## config.mk

```make
export PLATFORM = sky130hd
export DESIGN_NAME = learned_capture_trigger_table_unit_flat
export DESIGN_NICKNAME = d
export VERILOG_FILES = /design/src/design/lctt_pkg.sv /design/src/design/lctt_if.sv /design/src/design/learned_capture_trigger_table_unit.sv /design/src/design/lctt_div.sv /design/src/flat_wrapper.sv
export SDC_FILE = /design/constraint.sdc
export NUM_CORES = 2
export LEC_CHECK = 0
export ABC_AREA = 1
export BUFFER_PORTS_ARGS = -buffer_cell sky130_fd_sc_hd__buf_2
export CAP_MARGIN = 40
export CORE_ASPECT_RATIO = 0.5
export CORE_MARGIN = 3
export CORE_UTILIZATION = 40
export CTS_BUF_LIST = sky130_fd_sc_hd__clkbuf_2
export DETAILED_ROUTE_END_ITERATION = 16
export PLACE_DENSITY = 0.57
export SYNTH_ARGS = -nofsm -noshare
export SYNTH_HDL_FRONTEND = slang
export SYNTH_SLANG_ARGS = --single-unit
```

## constraint.sdc

```tcl
create_clock -name clk -period 9 [get_ports clk]
set_input_delay 0.9 -clock clk [delete_from_list [all_inputs] [get_ports clk]]
set_output_delay 0.9 -clock clk [all_outputs]
set_load 0.005 [all_outputs]
```

## src/design/lctt_pkg.sv

```systemverilog
// lctt_pkg: types and constants of the learned capture trigger table.
// No dependencies; used by the interfaces, the divider and the top level.
`timescale 1ns / 1ps

package lctt_pkg;

  localparam int TABLE_ENTRIES = 32;
  localparam int IDX_W = $clog2(TABLE_ENTRIES);
  localparam int USED_W = $clog2(TABLE_ENTRIES + 1);
  localparam int COUNT_BITS = 16;
  localparam logic [COUNT_BITS-1:0] COUNT_MAX = {COUNT_BITS{1'b1}};
  localparam int PROB_W = 17;
  localparam logic [PROB_W-1:0] ONE_FIX = 17'h10000;
  localparam int STEP_W = $clog2(PROB_W);
  localparam int CFG_ADDR_W = 2;

  localparam logic [CFG_ADDR_W-1:0] REG_HIGH_CONF = 2'd0;
  localparam logic [CFG_ADDR_W-1:0] REG_PROB_THR = 2'd1;
  localparam logic [CFG_ADDR_W-1:0] REG_BASE_PROB = 2'd2;

  localparam logic FUNC_QUERY = 1'b0;
  localparam logic FUNC_LEARN = 1'b1;

  typedef struct packed {
    logic              func;
    logic [7:0]        species;
    logic [7:0]        behavior_code;
    logic [4:0]        hour_of_day;
    logic [PROB_W-1:0] overall_confidence;
    logic              species_detected;
    logic              threat_detected;
    logic              was_useful;
  } item_t;

  typedef struct packed {
    logic              capture;
    logic [PROB_W-1:0] probability;
    logic              matched;
    logic              table_full;
  } result_t;

  typedef struct packed {
    logic [7:0]            species;
    logic [7:0]            behavior;
    logic [4:0]            hour;
    logic [COUNT_BITS-1:0] total;
    logic [COUNT_BITS-1:0] success;
    logic [PROB_W-1:0]     ratio;
  } entry_t;

endpackage

```

## src/design/lctt_if.sv

```systemverilog
// lctt_if: valid/ready channel interfaces for input and result words.
// Depends on lctt_pkg.
`timescale 1ns / 1ps

interface lctt_item_if;
  import lctt_pkg::*;
  logic  valid;
  logic  ready;
  item_t payload;
  modport source (output valid, output payload, input ready);
  modport sink (input valid, input payload, output ready);
endinterface

interface lctt_result_if;
  import lctt_pkg::*;
  logic    valid;
  logic    ready;
  result_t payload;
  modport source (output valid, output payload, input ready);
  modport sink (input valid, input payload, output ready);
endinterface

```

## src/design/learned_capture_trigger_table_unit.sv

```systemverilog
// learned_capture_trigger_table_unit: capture decision with a learned pattern table.
// Depends on lctt_pkg, lctt_if and lctt_div.
//
//   channel  dir  handshake          word
//   item     in   valid/ready        lctt_pkg::item_t
//   result   out  valid/ready        lctt_pkg::result_t
//   cfg_*    in   cfg_we, no wait    cfg_addr selects register, cfg_data 17 bits
//
// One word at a time. The table scan reads one entry per cycle from the
// table RAM: a miss scans all used entries, a hit stops the scan at the
// matching entry, and a learn that updates a count then runs the
// bit-serial divider. Reset empties the table through the fill
// count; no clearing pass. A new word is taken while a result waits.
`timescale 1ns / 1ps

module learned_capture_trigger_table_unit (
  input  logic                            clk,
  input  logic                            rst,
  lctt_item_if.sink                       item,
  lctt_result_if.source                   result,
  input  logic                            cfg_we,
  input  logic [lctt_pkg::CFG_ADDR_W-1:0] cfg_addr,
  input  logic [lctt_pkg::PROB_W-1:0]     cfg_data
);
  import lctt_pkg::*;

  localparam logic [1:0] S_IDLE = 2'd0;
  localparam logic [1:0] S_SCAN = 2'd1;
  localparam logic [1:0] S_DIV  = 2'd2;
  localparam logic [1:0] S_DONE = 2'd3;

  logic [1:0]            state;
  logic [PROB_W-1:0]     high_conf;
  logic [PROB_W-1:0]     prob_thr;
  logic [PROB_W-1:0]     base_prob;
  logic [USED_W-1:0]     used;
  item_t                 it;
  logic [USED_W-1:0]     idx;
  logic                  rd_vld;
  logic [IDX_W-1:0]      rd_idx;
  entry_t                rd_data;
  logic                  hit;
  logic [IDX_W-1:0]      hit_idx;
  entry_t                hit_data;
  logic [COUNT_BITS-1:0] upd_total;
  logic [COUNT_BITS-1:0] upd_success;
  logic [PROB_W-1:0]     res_prob;
  logic                  res_full;
  logic                  out_valid;
  result_t               out_word;
  entry_t                mem [TABLE_ENTRIES];

  logic                  key_eq;
  logic                  hit_now;
  logic                  issue;
  logic                  scan_end;
  logic                  tab_full;
  logic                  sat;
  logic                  div_start;
  logic                  div_done;
  logic [PROB_W-1:0]     div_quot;
  logic [COUNT_BITS-1:0] new_total;
  logic [COUNT_BITS-1:0] new_success;
  logic                  wr_en;
  logic [IDX_W-1:0]      wr_addr;
  entry_t                wr_data;
  logic                  load;
  logic                  capture;

  assign item.ready = (state == S_IDLE);
  assign result.valid = out_valid;
  assign result.payload = out_word;

  always_ff @(posedge clk) begin
    if (rst) begin
      high_conf <= 17'd45875;
      prob_thr  <= 17'd32768;
      base_prob <= 17'd32768;
    end else if (cfg_we) begin
      case (cfg_addr)
        REG_HIGH_CONF: high_conf <= cfg_data;
        REG_PROB_THR:  prob_thr <= cfg_data;
        REG_BASE_PROB: base_prob <= cfg_data;
        default: ;
      endcase
    end
  end

  // scan: read entry idx, compare the registered entry in the cycle after
  assign key_eq = (rd_data.species == it.species) && (rd_data.behavior == it.behavior_code)
                  && ((it.func == FUNC_QUERY) || (rd_data.hour == it.hour_of_day));
  assign hit_now = rd_vld && key_eq && !hit;
  assign issue = (state == S_SCAN) && (idx < used) && !hit && !hit_now;
  assign scan_end = (state == S_SCAN) && !issue && !rd_vld;
  assign tab_full = (used == USED_W'(TABLE_ENTRIES));
  assign sat = (hit_data.total == COUNT_MAX);
  assign new_total = hit_data.total + COUNT_BITS'(1);
  assign new_success = hit_data.success + {{(COUNT_BITS-1){1'b0}}, it.was_useful};
  assign div_start = scan_end && (it.func == FUNC_LEARN) && hit && !sat;

  assign wr_en = (scan_end && (it.func == FUNC_LEARN) && !hit && !tab_full)
                 || ((state == S_DIV) && div_done);
  assign wr_addr = hit ? hit_idx : used[IDX_W-1:0];
  always_comb begin
    wr_data.species  = it.species;
    wr_data.behavior = it.behavior_code;
    wr_data.hour     = it.hour_of_day;
    wr_data.total    = hit ? upd_total : COUNT_BITS'(1);
    wr_data.success  = hit ? upd_success : {{(COUNT_BITS-1){1'b0}}, it.was_useful};
    wr_data.ratio    = hit ? div_quot : (it.was_useful ? ONE_FIX : '0);
  end

  always_ff @(posedge clk) begin
    if (issue) begin
      rd_data <= mem[idx[IDX_W-1:0]];
    end
    if (wr_en) begin
      mem[wr_addr] <= wr_data;
    end
  end

  lctt_div u_div (
    .clk   (clk),
    .rst   (rst),
    .start (div_start),
    .num   (new_success),
    .den   (new_total),
    .done  (div_done),
    .quot  (div_quot)
  );

  always_ff @(posedge clk) begin
    if (rst) begin
      state  <= S_IDLE;
      used   <= '0;
      rd_vld <= 1'b0;
      hit    <= 1'b0;
    end else begin
      rd_vld <= issue;
      case (state)
        S_IDLE: begin
          if (item.valid) begin
            state <= S_SCAN;
            hit   <= 1'b0;
          end
        end
        S_SCAN: begin
          if (hit_now) begin
            hit <= 1'b1;
          end
          if (scan_end) begin
            if (div_start) begin
              state <= S_DIV;
            end else begin
              state <= S_DONE;
            end
            if ((it.func == FUNC_LEARN) && !hit && !tab_full) begin
              used <= used + USED_W'(1);
            end
          end
        end
        S_DIV: begin
          if (div_done) begin
            state <= S_DONE;
          end
        end
        S_DONE: begin
          if (load) begin
            state <= S_IDLE;
          end
        end
        default: state <= S_IDLE;
      endcase
    end
  end

  always_ff @(posedge clk) begin
    if (item.valid && item.ready) begin
      it  <= item.payload;
      idx <= '0;
    end else if (issue) begin
      idx <= idx + USED_W'(1);
    end
    if (issue) begin
      rd_idx <= idx[IDX_W-1:0];
    end
    if (hit_now) begin
      hit_idx  <= rd_idx;
      hit_data <= rd_data;
    end
    if (div_start) begin
      upd_total   <= new_total;
      upd_success <= new_success;
    end
    if (scan_end) begin
      res_full <= 1'b0;
      if (it.func == FUNC_QUERY) begin
        res_prob <= hit ? hit_data.ratio : base_prob;
      end else if (hit) begin
        res_prob <= hit_data.ratio;
      end else if (tab_full) begin
        res_prob <= '0;
        res_full <= 1'b1;
      end else begin
        res_prob <= it.was_useful ? ONE_FIX : '0;
      end
    end else if ((state == S_DIV) && div_done) begin
      res_prob <= div_quot;
    end
  end

  // result register
  assign load = (state == S_DONE) && (!out_valid || result.ready);
  assign capture = (it.func == FUNC_QUERY)
                   && ((it.overall_confidence > high_conf) || it.species_detected
                       || it.threat_detected || (res_prob > prob_thr));

  always_ff @(posedge clk) begin
    if (rst) begin
      out_valid <= 1'b0;
    end else if (load) begin
      out_valid <= 1'b1;
    end else if (result.ready) begin
      out_valid <= 1'b0;
    end
  end

  always_ff @(posedge clk) begin
    if (load) begin
      out_word.capture     <= capture;
      out_word.probability <= res_prob;
      out_word.matched     <= hit;
      out_word.table_full  <= res_full;
    end
  end

  a_accept_scan: assert property (@(posedge clk) disable iff (rst)
    item.valid && item.ready |=> state == S_SCAN)
    else $error("accepted word did not start a scan");

  a_result_from_done: assert property (@(posedge clk) disable iff (rst)
    $rose(out_valid) |-> $past(state) == S_DONE)
    else $error("result raised outside the done state");

  a_used_bound: assert property (@(posedge clk) disable iff (rst)
    used <= USED_W'(TABLE_ENTRIES))
    else $error("fill count beyond table size");

  a_div_learn_hit: assert property (@(posedge clk) disable iff (rst)
    state == S_DIV |-> (it.func == FUNC_LEARN) && hit)
    else $error("divider run without a matching learn");

  a_full_word: assert property (@(posedge clk) disable iff (rst)
    out_valid && out_word.table_full |-> !out_word.matched && (out_word.probability == '0))
    else $error("table full result carries a match or a probability");

endmodule

```

## src/design/lctt_div.sv

```systemverilog
// lctt_div: restoring divider, one quotient bit per cycle,
// ratio = floor(num * 2^16 / den) for num <= den. Depends on lctt_pkg.
`timescale 1ns / 1ps

module lctt_div (
  input  logic                           clk,
  input  logic                           rst,
  input  logic                           start,
  input  logic [lctt_pkg::COUNT_BITS-1:0] num,
  input  logic [lctt_pkg::COUNT_BITS-1:0] den,
  output logic                           done,
  output logic [lctt_pkg::PROB_W-1:0]     quot
);
  import lctt_pkg::*;

  logic                  busy;
  logic [STEP_W-1:0]     cnt;
  logic [COUNT_BITS:0]   rem;
  logic [COUNT_BITS-1:0] dsr;
  logic [COUNT_BITS:0]   trial;
  logic                  ge;

  // first step compares num itself (quotient bit for 1.0), later steps shift
  assign trial = (cnt == STEP_W'(PROB_W - 1)) ? rem : {rem[COUNT_BITS-1:0], 1'b0};
  assign ge = trial >= {1'b0, dsr};

  always_ff @(posedge clk) begin
    if (rst) begin
      busy <= 1'b0;
      done <= 1'b0;
      cnt  <= '0;
    end else begin
      done <= 1'b0;
      if (start) begin
        busy <= 1'b1;
        cnt  <= STEP_W'(PROB_W - 1);
      end else if (busy) begin
        if (cnt == '0) begin
          busy <= 1'b0;
          done <= 1'b1;
        end else begin
          cnt <= cnt - STEP_W'(1);
        end
      end
    end
  end

  always_ff @(posedge clk) begin
    if (start) begin
      rem  <= {1'b0, num};
      dsr  <= den;
      quot <= '0;
    end else if (busy) begin
      rem  <= ge ? (trial - {1'b0, dsr}) : trial;
      quot <= {quot[PROB_W-2:0], ge};
    end
  end

endmodule

```

## src/flat_wrapper.sv

```systemverilog
// flat-port wrapper written by rule: the top's interface ports become plain ports
module learned_capture_trigger_table_unit_flat import lctt_pkg::*;
  (clk, rst, cfg_we, cfg_addr, cfg_data, item_valid, item_payload, item_ready, result_valid, result_payload, result_ready);
  lctt_item_if item_i ();
  lctt_result_if result_i ();
  input  logic clk;
  input  logic rst;
  input  logic cfg_we;
  input  logic [lctt_pkg::CFG_ADDR_W-1:0] cfg_addr;
  input  logic [lctt_pkg::PROB_W-1:0] cfg_data;
  input wire logic [$bits(item_i.valid)-1:0] item_valid;
  input wire logic [$bits(item_i.payload)-1:0] item_payload;
  output wire logic [$bits(item_i.ready)-1:0] item_ready;
  output wire logic [$bits(result_i.valid)-1:0] result_valid;
  output wire logic [$bits(result_i.payload)-1:0] result_payload;
  input wire logic [$bits(result_i.ready)-1:0] result_ready;
  assign item_i.valid = item_valid;
  assign item_i.payload = item_payload;
  assign item_ready = item_i.ready;
  assign result_valid = result_i.valid;
  assign result_payload = result_i.payload;
  assign result_i.ready = result_ready;
  learned_capture_trigger_table_unit u_core (.clk(clk), .rst(rst), .item(item_i), .result(result_i), .cfg_we(cfg_we), .cfg_addr(cfg_addr), .cfg_data(cfg_data));
endmodule
```

# Word level (Yosys, flattened, before mapping)

Memory sizes are Yosys's and may differ from the RTL's. A register that Yosys moved wholly into a read port is not among the register bits.
Cells that the tools add are included.

Register bits after elaboration: 280
Latch bits: 0
Memory bits (writable): 2240
Memory bits (read-only): 0
Input port bits: 66
Output and inout port bits: 22
Word-level logic and storage cells: 155
Memories: 1

Add/subtract/negate cells: 6
$mul: 0
Divide/modulo/power cells: 0
Order comparisons: 4
Equality and inequality tests: 17
Shifts and indexed selects: 0
Multiplexer cells: 36
Bitwise logic cells: 3
Reductions and logical operators: 51

Memories:

| memory     | words | bits a word | rd ports | clocked after memory_dff | wr ports | RTL line                                 | text |
|---|---|---|---|---|---|---|---|
| u_core.mem | 32    | 70          | 1        | 1                        | 1        | learned_capture_trigger_table_unit.sv:51 | `entry_t mem [TABLE_ENTRIES];` |

Operators by type and width:

| kind                                                                    | number |
|---|---|
| 17-bit 2-to-1 mux                                                       | 10 |
| 16-bit 2-to-1 mux                                                       | 4 |
| 17-bit greater-than comparator                                          | 2 |
| 1-bit logical AND                                                       | 20 |
| 5-bit 2-to-1 mux                                                        | 4 |
| 17-bit by 16-bit >= comparator with 1-bit output                        | 1 |
| 17-bit by 16-bit subtractor with 17-bit output                          | 1 |
| 16-bit by 1-bit adder with 16-bit output                                | 1 |
| 16-bit by 1-bit adder with 16-bit output, second input constant         | 1 |
| 16-bit == test, second input constant                                   | 1 |
| 8-bit == test                                                           | 2 |
| 6-bit by 1-bit adder with 6-bit output, second input constant           | 2 |
| 1-bit 2-to-1 mux                                                        | 12 |
| 2-bit AND reduction                                                     | 5 |
| 2-bit 2-to-1 mux                                                        | 4 |
| 2-bit by 1-bit inequality test with 1-bit output, second input constant | 4 |
| 2-bit case mux with 4 select lines                                      | 1 |
| 2-bit nonzero test                                                      | 4 |
| 1-bit logical NOT                                                       | 7 |
| 2-bit == test, second input constant                                    | 3 |
| 6-bit == test, second input constant                                    | 1 |
| 1-bit logical OR                                                        | 6 |
| 6-bit < comparator                                                      | 1 |
| 3-bit AND reduction                                                     | 2 |
| 12 further kinds                                                        | 18 |

# Logic depth before layout (Yosys ltp)

Word-level depth: 16
Gate-level depth with buffers: 21
Mapped depth without buffers: 19

# By module

From an unflattened synthesis, not the netlist that was laid out.

Cell total of the unflattened synthesis: 7899
Area, all modules: 103212.7 um2

By module, submodules not included:

| module                             | instances | cells an instance | area an instance (um2) | sequential area each (um2) |
|---|---|---|---|---|
| learned_capture_trigger_table_unit | 1         | 7406              | 99594.3                | 75862.8 |
| lctt_div                           | 1         | 493               | 3618.5                 | 1461.4 |

# Worst setup path before layout

No wires, ideal clock.

Path type: reg-to-reg
Start point: reg u_core.used[3]
End point: mem u_core.mem[0][0] (netlist name), enable pin
Setup time: 0.499 ns
Arrival time: 4.639 ns
Required time: 8.501 ns
Path slack: 3.862 ns
Stages on the path, launching flop included: 14
Buffers on the path: 1
Clock period less this slack: 5.138 ns
Cell sequence: dfxtp_1 inv_1 ha_1 nand2_1 nor2_1 nand2_1 nand2_1 o211ai_2 buf_2 nor2_4 inv_2 o21ai_2 nand3_2 nor2_1

Longest elaborated chain between the ends: 13
Elaborated cells between the ends (all ways): 16
Those cells by class: order compare: 1; eq/ne: 1; mux: 3; reduce/logical: 11

RTL lines:

| element                                | RTL line                                  | text |
|---|---|---|
| start, declared                        | learned_capture_trigger_table_unit.sv:36  | `logic [USED_W-1:0] used;` |
| start signal, assigned                 | learned_capture_trigger_table_unit.sv:158 | `used <= used + USED_W'(1);` |
| 6-bit < comparator                     | learned_capture_trigger_table_unit.sv:93  | `assign issue = (state == S_SCAN) && (idx < used) && !hit && !hit_now;` |
| 1-bit logical AND (3 in series)        | learned_capture_trigger_table_unit.sv:93  |  |
| 1-bit logical NOT                      | learned_capture_trigger_table_unit.sv:94  | `assign scan_end = (state == S_SCAN) && !issue && !rd_vld;` |
| 1-bit logical AND (2 in series)        | learned_capture_trigger_table_unit.sv:94  |  |
| 1-bit logical AND (3 in series)        | learned_capture_trigger_table_unit.sv:101 | `assign wr_en = (scan_end && (it.func == FUNC_LEARN) && !hit && !tab_full)` |
| 1-bit logical OR                       | learned_capture_trigger_table_unit.sv:102 | `\|\| ((state == S_DIV) && div_done);` |
| 1-bit 2-to-1 mux                       | learned_capture_trigger_table_unit.sv:117 | `if (wr_en) begin` |
| 1-bit 2-to-1 mux (not written as such) | learned_capture_trigger_table_unit.sv:118 | `mem[wr_addr] <= wr_data;` |
| end, declared                          | learned_capture_trigger_table_unit.sv:51  |  |

Parallel ways exist; a longest one is shown, timed or not.

# Worst setup path in the final report

Start point: reg u_core.idx[0]
End point: mem u_core.mem[22][69] (netlist name), enable pin

Longest elaborated chain between the ends: 13

RTL lines:

| element                                | RTL line                                  | text |
|---|---|---|
| start, declared                        | learned_capture_trigger_table_unit.sv:38  | `logic [USED_W-1:0] idx;` |
| start signal, assigned                 | learned_capture_trigger_table_unit.sv:182 | `idx <= idx + USED_W'(1);` |
| 6-bit < comparator                     | learned_capture_trigger_table_unit.sv:93  |  |
| 1-bit logical AND (3 in series)        | learned_capture_trigger_table_unit.sv:93  |  |
| 1-bit logical NOT                      | learned_capture_trigger_table_unit.sv:94  |  |
| 1-bit logical AND (2 in series)        | learned_capture_trigger_table_unit.sv:94  |  |
| 1-bit logical AND (3 in series)        | learned_capture_trigger_table_unit.sv:101 |  |
| 1-bit logical OR                       | learned_capture_trigger_table_unit.sv:102 |  |
| 1-bit 2-to-1 mux                       | learned_capture_trigger_table_unit.sv:117 |  |
| 1-bit 2-to-1 mux (not written as such) | learned_capture_trigger_table_unit.sv:118 |  |

No other way between the ends.

==> impl_metrics.ini <==
[setup_path]
crit_arrival_ns = 6.61
worstPathCellList = inv_16, nand2_1, nand2_1, nand2_1, nand2_1, nand2_1, o211ai_4, nor2_4, inv_2, o21ai_2, nand3_2, nor2_4, buf_4, buf_4
critPathRequiredTime_ns = 10.25
cp_common_cell = nand2_1
path_max_fanout = 146
crit_path_top_delay_cell = dfxtp_4
endpoint_kind = register
critPathMaxStageDelay_ns = 0.82
crit_type = register to register
startpoint_type = register

[placed_design]
dp_worst_setup_slack_ns = 3.68
hpwl_microns = 161000
numPortBuffers = 87
routabilityCongestion = 0.825

[clocking]
clockRootBuffer = clkbuf_2
clockBufferDepth = 4
cts_sinks = 2590
cts_buffers = 603
htree_levels = 6
postCtsSetupRepairBufs = 0
cts_tree = yes
clk_latency_ns = 1.68
clkSlewWorstSetupHoldPaths_ns = 0.11

[global_routing]
grt_antenna_before_repair = 9
grt_pass1_wl_microns = 438000
overflow = 0
grt_pass1_vias = 64700
grt_start_max_net_pins = 162
track_usage_pct = 22.3

[synthesis]
synthArstFlopShare_pct = 0
ys_warn_count = 0
synth-seq-cells = 2590
syn_inst = 7722
ys_types = 54
postSynthAreaPerCell_sq_um = 13.2
synthesis.nets = 7856
synth_edf_count = 2497
synth_area_sq_um = 102000
synth_area_leaders = edfxtp_1 (74%), o21ai_0 (6.0%), nor2_1 (4.8%), o22ai_1 (2.5%), nand2_1 (1.9%)
synth_largest_area_cell = edfxtp_1
synthFlopType = edfxtp_1
ys_seq_area_share_pct = 75.3
yosysTopAreaCellShare_pct = 73.5

[floorplan]
die_area_sq_um = 261000
die_w_microns = 720
pin_count = 88
core_sq_um = 252000
rows = 130
die_y_microns = 363
start_util_pct = 40.4

[layout]
area_growth_pct = 12.4
mostFrequentLayoutCells = edfxtp_1 (2497), nor2_1 (1265), o21ai_0 (1221)
drive_gt1_share_pct = 15.2
fillers = 22900
layout_commonest_cell = edfxtp_1
fin_nets = 8409

[detailed_routing]
postRouteAntennaNets = 0
firstDrtPassIters = 6
vias = 67700
drc = 0
drt_iter0_markers = 8002
vias_per_cell = 5.60
post_drt_wl_per_cell_microns = 24.9
routed_wl_microns = 301000

[power_and_ir_drop]
p_leak_nw = 37.2
powerDensity_nw_per_um2 = 205
p_sw_share_pct = 27.3
p_clk_share_pct = 32.0
pwr-share-seq_pct = 58.3
p_comb_share_pct = 9.7
p_int_w = 0.0171
ir_worst_vdd_uv = 99.5
p_switching_w = 0.00643

[timing]
worst_slew_pin_slew_ns = 0.963
setup_ws_ns = 3.63
period_share_pct = 59.6
fin_setup_tns_ns = 0
drv_slew = 0
finalHoldViolations = 0
max_freq_mhz = 186
slew_headroom_pct = 35.8
rsz0062_at_grt = false
setup_viol = 0
skew_ns = 0.118
min_period_ns = 5.37

[worst_hold_path]
hold_class = input pin to register

[outcome]
status = finished clean

[run]
maxCapViolations = 0
-- critical path: cells and delay by family, from the launching register on --
kind | cells | cell delay (ns)
compound gates | 2 | 0.47
buf+inv | 4 | 1.65
flops | 1 | 0.82
simple gates | 8 | 1.89
-- per-stage QoR --
step | util (%) | hold slack, ns | cells | instance area [sq um] | power [W]
4_1_cts | 45.4 | 0.00342 | 12100 | 115000 | 0.0237
6_report | 45.4 | 0.219 | 12100 | 115000 | 0.0235
3_5_place_dp | 42.7 | 0.406 | 10900 | 108000 | 0.0162
2_1_floorplan | - | 0.400 | 7722 | 102000 | 0.0153
3_3_place_gp | 42.0 | 0.403 | 10800 | 106000 | 0.0162
5_1_grt | 45.4 | 0.0964 | 12100 | 115000 | 0.0246
-- metal layers --
metal  track usage, %  wire length (microns)
met1             32.8                 134000
met2             33.6                 133000
met3             4.40                  26300
met4             6.53                   7310
met5                0                      0
-- final cells by class --
cell class	count	area [sq um]	share of cell area (%)
antenna	11	27.5	0.0240
clock buffer	902	4510	3.94
clock inverter	132	778	0.679
inverter	249	990	0.863
multi-input combinational	4377	22300	19.5
sequential	2590	76900	67.1
tap	3366	4210	3.67
timing repair buffer	454	4930	4.30
-- logic make-up after synthesis --
group           count (synthesis)  synth area share [%]
buf+inv                       755                  3.03
xor+xnor                       60                 0.515
fa+ha+maj                      68                 0.842
flops                        2590                  75.3
simple gates                 2076                  8.10
compound gates               2173                  12.2
-- final timing paths --
check                    start                 end  slack (ns)  depth (start not counted)
max reg2reg      u_core.idx[0]  u_core.mem[22][69]        3.63                         14
min reg2reg  u_core.rd_data[0]  u_core.hit_data[0]        0.42                          0
min                cfg_data[6]  u_core.prob_thr[6]        0.22                          4
max              u_core.idx[0]  u_core.mem[22][69]        3.63                         14
-- state kept, by name, summed over array words and instances, names as in the netlist, 2 cells and up --
register / cells
u_core.base_prob: 17
u_core.high_conf: 17
u_core.hit_data: 49
u_core.hit_idx: 5
u_core.idx: 6
u_core.it: 42
u_core.mem: 2240
u_core.prob_thr: 17
u_core.rd_data: 70
u_core.rd_idx: 5
u_core.res_prob: 17
u_core.result.payload: 20
u_core.state: 2
u_core.u_div.cnt: 5
u_core.u_div.quot: 17
u_core.u_div.rem: 17
u_core.upd_success: 16
u_core.upd_total: 16
u_core.used: 6
-- power groups by stage --
stage | sequential, W | combinational [W] | clock [W]
floorplan | 0.0140 | 0.00129 | 0
global placement | 0.0140 | 0.00216 | 0
detailed placement | 0.0140 | 0.00223 | 0
CTS | 0.0137 | 0.00229 | 0.00770
global route | 0.0137 | 0.00252 | 0.00833
finish | 0.0137 | 0.00228 | 0.00753
-- timing repair --
item                                   in CTS  in global routing
endpoints found under the hold margin     143                  0
setup endpoints to repair                   0                  0
hold buffers                              151                  0
resized for setup                           0                  0
-- cells in the mapped netlist (all sizes together) (6+ instances only) --
cell	number
nand3	129
buf	153
inv	246
o221ai	171
o22ai	404
clkbuf	353
xor2	41
nand4	25
nand2	518
dfxtp	93
o211a	11
nor3	85
xnor2	19
a21oi	185
or2	8
ha	67
edfxtp	2497
nor4	6
o21ai	1243
nor2	1301
a31oi	91
o211ai	49
No activity file was read; power rests on OpenSTA's default activity.
